**src/rtl/dtbt_fifo.sv**
```systemverilog
module dtbt_fifo #(
  parameter int WIDTH = 16,
  parameter int DEPTH = 4
) (
  input  logic                     clk,
  input  logic                     rst_n,
  input  logic                     push,
  input  logic [WIDTH-1:0]         wdata,
  output logic                     full,
  input  logic                     pop,
  output logic [WIDTH-1:0]         rdata,
  output logic                     empty,
  output logic [$clog2(DEPTH):0]   level
);

  localparam int AW = $clog2(DEPTH);

  logic [WIDTH-1:0] slot_r [DEPTH];
  logic [AW-1:0]    wr_ptr_r;
  logic [AW-1:0]    rd_ptr_r;
  logic [AW:0]      count_r;
  logic             do_push;
  logic             do_pop;

  assign full    = (count_r == (AW+1)'(DEPTH));
  assign empty   = (count_r == '0);
  assign level   = count_r;
  assign rdata   = slot_r[rd_ptr_r];
  assign do_push = push && !full;
  assign do_pop  = pop && !empty;

  always_ff @(posedge clk) begin
    if (do_push) begin
      slot_r[wr_ptr_r] <= wdata;
    end
  end

  always_ff @(posedge clk) begin
    if (!rst_n) begin
      wr_ptr_r <= '0;
      rd_ptr_r <= '0;
      count_r  <= '0;
    end else begin
      if (do_push) begin
        wr_ptr_r <= wr_ptr_r + 1'b1;
      end
      if (do_pop) begin
        rd_ptr_r <= rd_ptr_r + 1'b1;
      end
      if (do_push && !do_pop) begin
        count_r <= count_r + 1'b1;
      end else if (do_pop && !do_push) begin
        count_r <= count_r - 1'b1;
      end
    end
  end

endmodule

```
**config.mk**
```make
export PLATFORM = sky130hd
export DESIGN_NAME = dtbt_fifo
export DESIGN_NICKNAME = d
export VERILOG_FILES = /design/src/rtl/dtbt_fifo.sv
export SDC_FILE = /design/constraint.sdc
export NUM_CORES = 1
export LEC_CHECK = 0
export ABC_AREA = 1
export BUFFER_PORTS_ARGS = -buffer_cell sky130_fd_sc_hd__clkbuf_2
export CAP_MARGIN = 25
export CORE_MARGIN = 2
export CORE_UTILIZATION = 45
export CTS_CLUSTER_SIZE = 24
export DETAILED_ROUTE_END_ITERATION = 10
export PLACE_DENSITY = 0.68
export SETUP_SLACK_MARGIN = 0.15
export SLEW_MARGIN = 25
export SYNTH_ARGS = -nofsm -noshare
export SYNTH_HDL_FRONTEND = slang
export SYNTH_SLANG_ARGS = --single-unit
```
**constraint.sdc**
```tcl
create_clock -name clk -period 1.6 [get_ports clk]
set_input_delay 0.32 -clock clk [delete_from_list [all_inputs] [get_ports clk]]
set_output_delay 0.32 -clock clk [all_outputs]
set_load 0.005 [all_outputs]
```
# After elaboration in Yosys (flattened, before gate mapping)
# Memory sizes are Yosys's and may differ from the RTL's. A register that Yosys moved wholly into a read port is not among the register bits.
# Cells that the tools add are included.
# classes
reduce_logical	10
add_sub_neg	4
eq_ne	1
n_mux	6
# ops
operator	n
$mux W3	2
$add A2 B1 Y2 const B	2
$logic_and A1 B1 Y1	4
$logic_not A1 Y1	4
$mux W2	2
$add A3 B1 Y3 const B	1
$eq A3 B3 Y1 const B	1
$logic_not A3 Y1	1
$sub A3 B1 Y3 const B	1
$mux W1	2
$reduce_bool A2 Y1	1
# totals
ram_bits	64
n_memories	1
in_bits	20
reg_bits	7
elab_cells	25
# memory_table
memory	depth	word_bits	read_ports	rd_ports_with_merged_regs	write_ports	line_no	text
slot_r	4	16	1	1	1	18	logic [WIDTH-1:0] slot_r [DEPTH];

# Logic depth before layout (Yosys ltp)
# depth
word_depth	7
depth_mapped	13
ltp_nobuf	13

# Worst setup path before layout
# No wires, ideal clock.
# synth_path
path_kind	register to register
start	register count_r[0], in the netlist level[0]
end	memory slot_r[0][0], enable pin
path_stages_with_launch	5
setup_ns	0.389
setup_slack_ns	-0.176
path_buffers	0
arrival_time_ns	1.387
required_ns	1.211
cell_sequence	dfxtp_1 nor2_1 nand2_1 nand2_2 nor2_1
# synth_via
elab_chain_cells	5
# synth_rtl
element	line_no	text
start, declared	21	logic [AW:0] count_r;
start signal, assigned	51	count_r <= count_r + 1'b1;
start signal, assigned	53	count_r <= count_r - 1'b1;
$eq A3 B3 Y1	25	assign full = (count_r == (AW+1)'(DEPTH));
$logic_not A1 Y1	29	assign do_push = push && !full;
$logic_and A1 B1 Y1	29	
$mux W1	33	if (do_push) begin
$mux W1 (not written as such)	34	slot_r[wr_ptr_r] <= wdata;
end, declared	18	
# No other way between the ends.

==> results.yml <==
sta:
  fmax_mhz: 592
  skew_ns: 0.00610
  setup_violations: 12
  grt_setup_unrepaired: "true"
  post-route-period-util_pct: 106
  slew_violations: 0
  period_minus_slack_ns: 1.69
  slew_headroom_pct: 85.2
  hold_viol: 0
  layout_setup_ws_ns: -0.0902
  worst_slew_pin_slew_ns: 0.221
clocking:
  worstSkewPairLatency_ns: 0.34
  cts.sinks: 73
  root_buffer: "clkbuf_8"
  clk_path_buf_depth: 2
  ctsHoldBuffers: 0
  cts_made_buffers: 9
  ctsHtreeMaxLevel: 3
  clk_pin_slew_ns: 0.08
  cts_tree: "built"
floorplan:
  design.die.area_sq_um: 6980
  rows: 28
  core_region_area_sq_um: 6030
  die-width_microns: 83.6
  io_pins: 41
  die_h_microns: 83.6
  start_util_pct: 47.3
synth:
  synth_edf_count: 64
  ys_top_cells_by_area: "edfxtp_1 (67%), dfxtp_1 (6.3%), nor2_1 (6.1%), o21ai_1 (4.9%), o22ai_1 (3.5%)"
  yosys_most_used_dff: "edfxtp_1"
  netlist.area_leader.share_pct: 67.5
  syn-num-nets: 250
  async_reset_ff_share_pct: 0
  synthTopCellsByCount: "edfxtp_1 (64), nor2_1 (46), o21ai_1 (28), o22ai_1 (16), inv_1 (15)"
  yosysSeqAreaShare_pct: 73.8
  synth.most_common_cell: "edfxtp_1"
  yosys_warnings: 0
  syn_area_sq_um: 2850
  yosysTopAreaCell: "edfxtp_1"
  netlist_instances: 224
  avgSynthCellArea_sq_um: 12.7
  ys_ff_latch: 73
  synth_cell_types: 18
power:
  p_leak_nw: 1.40
  p_per_area_nw_per_um2: 1570
  p_total_mw: 5.78
  ir_drop_mv: 1.06
drt:
  wl_per_cell_microns: 15.3
  drc: 0
  dr.pass1.iters: 4
  wl_mm: 5.67
  vias: 1898
  dr.first_iter.drc_count: 110
  vias_per_cell: 5.13
  drtAntennaViolNets: 0
setup_path:
  crit_chain: "inv_6 > buf_12 > nor2_1 > o22ai_2 > clkbuf_2"
  endpoint_kind: "output pin"
  worst-path-max-fanout: 12
  rr_endpoint: "level[1]"
  critPathRequiredTime_ns: 1.28
  r2r_cells: 9
  start_kind: "register"
  reg2reg_slack_ns: -0.05
  crit_slowest_cell: "dfxtp_4"
  cp.arrival_ns: 1.37
  worstSetupPathType: "register to output pin"
  crit_end: "rdata[6]"
  r2r_start: "level[0]"
  slowest_delay_ns: 0.41
cells_and_area:
  drive_gt1_share_pct: 36.6
  layout.nets: 316
  area_growth_pct: 29.3
  nFillCells: 486
  antenna_cells: 0
  final_util_pct: 61.1
global_routing:
  grt_max_degree: 19
  antenna_found_initial: 0
  grt_first_pass_wirelength_mm: 8.86
  grt_pass1_vias: 1919
  grt_overflow: 0
  grtUsageTotal_pct: 16.6
run:
  drv_cap: 0
placed_design:
  finalWeightedCongestion: 0.703
  io_buffer_count: 40
  place_hpwl_mm: 3.34
  post-place-ws_ns: -0.0312
status:
  status: "complete, but fails checks"
  violations: "negative setup slack"
hold_path:
  hp-class: "primary input to register"
[stage by stage]
step                cells  hold slack (ns)  setup TNS (ns)  instance area [sq um]
floorplan             224            0.419               0                   2900
global placement      345            0.490               0                   3310
detailed placement    345            0.495         -0.0312                   3310
CTS                   368            0.179          -0.717                   3620
global route          370            0.186           -1.70                   3680
finish                370            0.198          -0.447                   3680
[how the worst min path moves through the flow]
stage | start | to | slack, ns | depth (start not counted)
6_report | wdata[9] | slot_r[2][9] | 0.20 | 1
3_5_place_dp | rd_ptr_r[1] | register | 0.50 | 2
5_1_grt | wdata[9] | slot_r[1][9] | 0.19 | 1
2_1_floorplan | wdata[0] | slot_r[0][0] | 0.42 | 0
4_1_cts | wdata[9] | slot_r[1][9] | 0.18 | 1
3_3_place_gp | rd_ptr_r[1] | rd_ptr_r[1] | 0.49 | 2
[worst max-delay path: cells and delay by family (launching register included)]
| kind | cells | cell delay [ns] |
|---|---|---|
| DFF | 1 | 0.41 |
| buffers and inverters | 3 | 0.32 |
| and+or+nand+nor | 1 | 0.19 |
| AOI/OAI and AO/OA | 1 | 0.11 |
[sequential cells by signal (all words and copies together), names as in the netlist, named ones only]
| signal | flops |
|---|---|
| slot_r | 64 |
| level | 3 |
| rd_ptr_r | 2 |
| wr_ptr_r | 2 |
[power by group]
part,leakage [nW],internal (mW),switching [mW]
combinational,0.647,0.931,1.02
clock,0.0856,0.718,0.654
sequential,0.663,2.34,0.119
[layer usage]
| metal | GRT usage (%) | part of all wire [%] |
|---|---|---|
| met2 | 27.1 | 51 |
| met5 | 0 | 0 |
| met4 | 8.80 | 1.2 |
| met3 | 6.33 | 7.8 |
| met1 | 18.9 | 40 |
[cells in the final DEF (no fill, tap or decap), drive strengths merged]
master / n
nor2: 46
buf: 35
clkinvlp: 3
nand3b: 1
bufinv: 1
xor2: 1
o22ai: 16
ha: 5
edfxtp: 64
a21oi: 3
dfxtp: 9
o21ai: 33
nand2: 15
fa: 1
inv: 18
clkbuf: 39
nand3: 4
clkinv: 1
[kinds of logic (layout without fill, tap and decap cells)]
logic type | after synthesis | after routing | synth area share (%)
simple gates | 66 | 66 | 9.18
fa+ha+maj | 6 | 6 | 2.90
flops | 73 | 73 | 73.8
buf+inv | 26 | 97 | 3.95
xor+xnor | 1 | 1 | 0.308
compound gates | 52 | 52 | 9.84
[area by class of cell]
type | count | area (sq um) | share of cell area [%]
multi-input cells | 125 | 716 | 19.4
well taps | 75 | 93.8 | 2.55
repair buffers | 63 | 490 | 13.3
clock inverters | 5 | 57.6 | 1.56
flip-flops and latches | 73 | 2120 | 57.5
clock buffers | 11 | 131 | 3.57
inverters | 18 | 77.6 | 2.11
[repair_timing]
action,4_1_cts,5_1_grt
pin swaps,8,6
setup endpoints to repair,20,20
gates cloned,1,0
resized for setup,19,25
setup buffers,6,2
Power figures use the tool's default switching activity.
