### config.mk
export PLATFORM = sky130hd
export DESIGN_NAME = dtbt_front
export DESIGN_NICKNAME = d
export VERILOG_FILES = /design/src/rtl/dtbt_pkg.sv /design/src/rtl/dtbt_front.sv
export SDC_FILE = /design/constraint.sdc
export NUM_CORES = 1
export LEC_CHECK = 0
export ABC_CLOCK_PERIOD_IN_PS = 5100
export BUFFER_PORTS_ARGS = -buffer_cell sky130_fd_sc_hd__buf_2
export CAP_MARGIN = 0
export CORE_ASPECT_RATIO = 0.9
export CORE_MARGIN = 8
export CORE_UTILIZATION = 41
export CTS_CLUSTER_SIZE = 16
export DETAILED_ROUTE_END_ITERATION = 10
export PLACE_DENSITY = 0.83
export SYNTH_ARGS = -nofsm -noshare
export SYNTH_HDL_FRONTEND = slang
export SYNTH_SLANG_ARGS = --single-unit
### constraint.sdc
create_clock -name clk -period 5.1 [get_ports clk]
set_input_delay 1.53 -clock clk [delete_from_list [all_inputs] [get_ports clk]]
set_output_delay 1.53 -clock clk [all_outputs]
set_load 0.01 [all_outputs]
### src/rtl/dtbt_pkg.sv
package dtbt_pkg;

  localparam int DELTA_W     = 8;
  localparam int RESULT_W    = 32;
  localparam int CFG_W       = 4;
  localparam int QUEUE_DEPTH = 4;

  localparam logic [CFG_W-1:0] BLOCK_BITS_RST = 4'd8;

  typedef struct packed {
    logic [DELTA_W-1:0] diff_in;
    logic [DELTA_W-1:0] diff_out;
  } in_beat_t;

  typedef struct packed {
    logic [RESULT_W-1:0] entry_count;
    logic [DELTA_W-1:0]  best_delta_in;
    logic [DELTA_W-1:0]  best_delta_out;
    logic [RESULT_W-1:0] best_count;
  } out_beat_t;

endpackage

### src/rtl/dtbt_front.sv
module dtbt_front #(
  parameter int MAX_BITS = 8
) (
  input  logic                           clk,
  input  logic                           rst_n,
  input  logic                           cfg_wr_en,
  input  logic [dtbt_pkg::CFG_W-1:0]     cfg_wr_data,
  input  logic                           in_push,
  input  dtbt_pkg::in_beat_t             in_data,
  output logic                           in_full,
  input  logic                           clearing,
  input  logic                           q_full,
  output logic                           q_push,
  output logic [2*MAX_BITS-1:0]          q_idx,
  output logic [dtbt_pkg::DELTA_W-1:0]   q_dx,
  output logic [dtbt_pkg::DELTA_W-1:0]   q_dy
);

  localparam int IW = 2 * MAX_BITS;
  localparam int DW = dtbt_pkg::DELTA_W;

  logic [dtbt_pkg::CFG_W-1:0] block_bits_r;
  logic [dtbt_pkg::CFG_W-1:0] n_eff;
  logic [15:0]                mask_wide;
  logic [IW+DW-1:0]           idx_wide;

  always_ff @(posedge clk) begin
    if (!rst_n) begin
      block_bits_r <= dtbt_pkg::BLOCK_BITS_RST;
    end else if (cfg_wr_en) begin
      block_bits_r <= cfg_wr_data;
    end
  end

  // width zero counts as one, anything above the table width saturates
  always_comb begin
    if (block_bits_r == '0) begin
      n_eff = dtbt_pkg::CFG_W'(1);
    end else if (block_bits_r > dtbt_pkg::CFG_W'(MAX_BITS)) begin
      n_eff = dtbt_pkg::CFG_W'(MAX_BITS);
    end else begin
      n_eff = block_bits_r;
    end
  end

  assign mask_wide = (16'd1 << n_eff) - 16'd1;
  assign q_dx      = in_data.diff_in & mask_wide[DW-1:0];
  assign q_dy      = in_data.diff_out & mask_wide[DW-1:0];
  assign idx_wide  = ({{IW{1'b0}}, q_dx} << n_eff) | {{IW{1'b0}}, q_dy};
  assign q_idx     = idx_wide[IW-1:0];

  assign in_full = q_full || clearing;
  assign q_push  = in_push && !in_full;

endmodule

# Word level (Yosys, flattened, before mapping)
# Cells that the tools add are included.
# W data, S select, Z words.
[totals]
ff_bits = 4
word_cells = 14
[op_classes]
n_mux = 2
bitwise = 3
shift = 2
n_addsub = 1
n_lt_le_gt_ge = 1
reduce_logical = 4
[op_table]
columns = ["cell", "count"]
rows = [
  ["$and A8 B8 Y8", 2],
  ["$or A16 B8 Y16", 1],
  ["$shl A8 B4 Y16", 1],
  ["$mux W4", 2],
  ["$shl A1 B4 Y8 const A", 1],
  ["$sub A8 B1 Y8 const B", 1],
  ["$gt A4 B4 Y1 const B", 1],
  ["$logic_not A4 Y1", 1],
  ["$logic_and A1 B1 Y1", 1],
  ["$logic_not A1 Y1", 1],
  ["$logic_or A1 B1 Y1", 1],
]

# Logic depth before layout (Yosys ltp)
[depth]
word_depth = 8
ltp_mapped = 10

# Least setup slack after synthesis
# OpenSTA, ideal clock, no wires.
[synth_timing]
path_type = "input-to-output"
start = "input in_data[9] (netlist bit)"
end = "output q_idx[8]"
arrival_time_ns = 2.242
required_ns = 3.570
slack_ns = 1.328
stages = 4
path_cell_list = "nand2b_1 -> mux2i_1 -> a22oi_2 -> a211oi_1"
[synth_via]
elab_chain_len = 3
[synth_rtl]
columns = ["element", "line_no", "rtl"]
rows = [
  ["from (decl)", "dtbt_front.sv:9", "input dtbt_pkg::in_beat_t in_data,"],
  ["$and A8 B8 Y8", "dtbt_front.sv:47", "assign q_dx = in_data.diff_in & mask_wide[DW-1:0];"],
  ["$shl A8 B4 Y16", "dtbt_front.sv:49", "assign idx_wide = ({{IW{1'b0}}, q_dx} << n_eff) | {{IW{1'b0}}, q_dy};"],
  ["$or A16 B8 Y16", "dtbt_front.sv:49", ""],
  ["to (decl)", "dtbt_front.sv:14", "output logic [2*MAX_BITS-1:0] q_idx,"],
]
# No other way between the ends.

# Final worst setup path
[layout_timing]
start = "register block_bits_r[1] (netlist bit)"
end = "output q_idx[7]"
[layout_via]
elab_chain_len = 8
word_cells_on_any_way = 10
classes_between = "1 x add/sub; 1 x order compare; 2 x shift; 2 x mux; 3 x bitwise; 1 x reduce/logical"
[layout_rtl]
columns = ["element", "line_no", "rtl"]
rows = [
  ["from (decl)", "dtbt_front.sv:22", "logic [dtbt_pkg::CFG_W-1:0] block_bits_r;"],
  ["from (signal assigned)", "dtbt_front.sv:29", "block_bits_r <= dtbt_pkg::BLOCK_BITS_RST;"],
  ["from (signal assigned)", "dtbt_front.sv:31", "block_bits_r <= cfg_wr_data;"],
  ["$gt A4 B4 Y1", "dtbt_front.sv:39", "end else if (block_bits_r > dtbt_pkg::CFG_W'(MAX_BITS)) begin"],
  ["$mux W4", "dtbt_front.sv:39", ""],
  ["$mux W4 (*)", "dtbt_front.sv:37", "if (block_bits_r == '0) begin"],
  ["$shl A1 B4 Y8", "dtbt_front.sv:46", "assign mask_wide = (16'd1 << n_eff) - 16'd1;"],
  ["$sub A8 B1 Y8", "dtbt_front.sv:46", ""],
  ["$and A8 B8 Y8", "dtbt_front.sv:47", ""],
  ["$shl A8 B4 Y16", "dtbt_front.sv:49", ""],
  ["$or A16 B8 Y16 (*)", "dtbt_front.sv:49", ""],
]
# Every way passes the cells marked *; elsewhere a longest branch is shown, timed or not.

==> results.cfg <==
[worst_setup_path]
r2r_start = block_bits_r[3]
cp_slowest_cell = dfxtp_1
path_depth = 8
critical_path_class = register to output port
cp_data_required_time_ns = 3.57
endpoint_kind = output port
r2r_slack_ns = 3.64
cp_cell_sequence = nor3_1 > inv_1 > ha_1 > nand2_2 > a2111oi_2 > a311oi_1 > o21ai_1 > buf_2
cpLargestDelayFamily = flip-flops
arrival_ns = 2.58
endpoint = q_idx[7]
crit_buf_inv = 2
cp_max_fo = 19
critPathLaunchType = register
r2r_cells = 2
rr_endpoint = block_bits_r[3]
crit_start = block_bits_r[1]
max_stage_delay_ns = 0.69

[finish]
reg.largest.list = block_bits_r x4
nets = 191
mostFrequentLayoutCell = buf_2
largest_reg_flops = 4
drive_above_1_share_pct = 40.1
mostFrequentLayoutCells = 56 x buf_2, 12 x nor2b_1, 12 x nand2_1
multi_input_area_sq_um = 576
design_area_sq_um = 1010
area_growth_pct = 37.4
diodes = 0
top_register = block_bits_r
fill_cells = 177
register_area_sq_um = 80.1

[die]
die_w_um = 60.7
start_util_pct = 43.8
die_y_um = 56.2
io-pin-count = 60
coreArea_sq_um = 1680
die_area_sq_um = 3410
row_count = 14

[sta]
worst_pin_slew_ns = 0.615
hold_violations = 0
drv_slew = 0
finalSetupTns_ns = 0
rsz0062_at_grt = false
relSlewSlack_pct = 59.0
setup_slack_ns = 0.989
min_period_over_period_pct = 80.6
finalSetupViolCount = 0
fin_skew_ns = 0
max_freq_mhz = 243
min_period_ns = 4.11

[place]
post-dp-hpwl_um = 2060
port_buffers = 56
post_dp_cell_area_sq_um = 988
gp_congestion = 0.892
dp_slack_ns = 1.01

[synth]
synth_cells = 115
synth_top_family_by_area = compound AO/OA/AOI/OAI gates
yosysSeqAreaShare_pct = 10.9
syn_area_sq_um = 736
yosysWarnings = 0
synth_xor_area_share_pct = 2.38
synth_simple_gate_area_share_pct = 32.7
synthMuxAreaShare_pct = 8.16
ys.flop_type = dfxtp_1
postSynthAreaPerCell_sq_um = 6.40
synth_compound_area_share_pct = 32.8
synth_edf_count = 0
ys_ff_latch = 4
synthDistinctLibCells = 42
synthAdderAreaFrac_pct = 1.70
synth_nets = 142
synthArstFlopShare_pct = 0

[pwr]
ir_drop_mv = 0.140
cellPowerDensity_nw_per_um2 = 168
leakagePower_nw = 0.499

[clocking]
root_buffer = clkbuf_4
cts_setup_buffers = 0
path_clk_slew_ns = 0.04
htreeDepth = 1
clk_latency_ns = 0.23
cts_buffers = 3
cts_resized = 0
cts_max_path_buffers = 2
cts_sinks = 4
cts_tree = yes
hold_buffers = 0

[route]
route.detailed.drc = 0
routed_via_density = 5.33
routed_wl_um = 2510
firstDrtPassIters = 4
vias = 992
ant_nets = 0
drt_iter0_drc = 46
wl_per_cell_um = 13.5

[run]
maxCapViolCount = 0

[global_routing]
grt_pass1_vias = 913
grt.overflow.total = 0
grt_max_degree = 20
grt_util_all_layers_pct = 14.6
antenna_found_initial = 0
grt_pass1_wl_um = 3970

[outcome]
status = finished, final reports clean

[worst_hold_path]
hold_class = register to register
## kinds of logic after synthesis
group / Yosys count
xor+xnor: 2
other cells: 1
fa+ha+maj: 1
simple gates: 47
mux: 6
flops: 4
buf+inv: 18
compound gates: 36
## worst min-delay path, stage by stage, from the launching register on
cell and delay (ns):
dfxtp_1 0.46, mux2i_1 0.20, nor2b_1 0.05
## how the worst min path moves through the flow
stage | from | slack, ns | endpoint | depth (start not counted)
floorplan | block_bits_r[3] | 0.69 | block_bits_r[3] | 3
global placement | block_bits_r[2] | 0.75 | block_bits_r[2] | 2
detailed placement | block_bits_r[2] | 0.77 | block_bits_r[2] | 2
CTS | block_bits_r[2] | 0.76 | block_bits_r[2] | 2
global route | block_bits_r[2] | 0.82 | block_bits_r[2] | 2
finish | block_bits_r[2] | 0.76 | block_bits_r[2] | 2
## where the power goes
part	switching [W]	leakage [nW]	internal [W]
logic	0.0000481	0.452	0.0000400
clock network	0.0000126	0.0138	0.0000263
registers	0.00000905	0.0331	0.0000334
## cell usage after synthesis (3+ instances only)
cell | instances | share of area, %
o21ai_1 | 3 | 2.0
nor2_1 | 7 | 3.6
and2_1 | 5 | 4.3
nor2b_1 | 12 | 10
buf_2 | 6 | 4.1
o21ai_0 | 10 | 6.8
nand3_1 | 3 | 2.0
nand2_1 | 12 | 6.1
a21oi_1 | 5 | 3.4
mux2i_1 | 6 | 8.2
inv_1 | 5 | 2.6
dfxtp_1 | 4 | 11
clkbuf_1 | 4 | 2.0
## layer usage
layer / global-route usage [%] / routed length [um] / vias up
li1: - / - / 492
met1: 15.9 / 969 / 442
met2: 24.6 / 1220 / 52
met3: 4.16 / 266 / 6
met4: 6.64 / 47 / 0
met5: 0 / 0 / -
## through the flow
stage	utilization, %	hold slack, ns	total power, W	cells
floorplan	-	0.691	0.0000959	115
global placement	58.8	0.746	0.000129	183
detailed placement	58.8	0.766	0.000131	183
CTS	60.1	0.764	0.000172	186
global route	60.1	0.817	0.000182	186
finish	60.1	0.764	0.000169	186
## area by class of cell
class / instances / area share [%]
clock buffers: 3 / 2.23
inverters: 6 / 2.23
multi-input cells: 93 / 56.9
flip-flops and latches: 4 / 7.92
well taps: 24 / 2.97
repair buffers: 56 / 27.7
No activity file was read; power rests on OpenSTA's default activity.
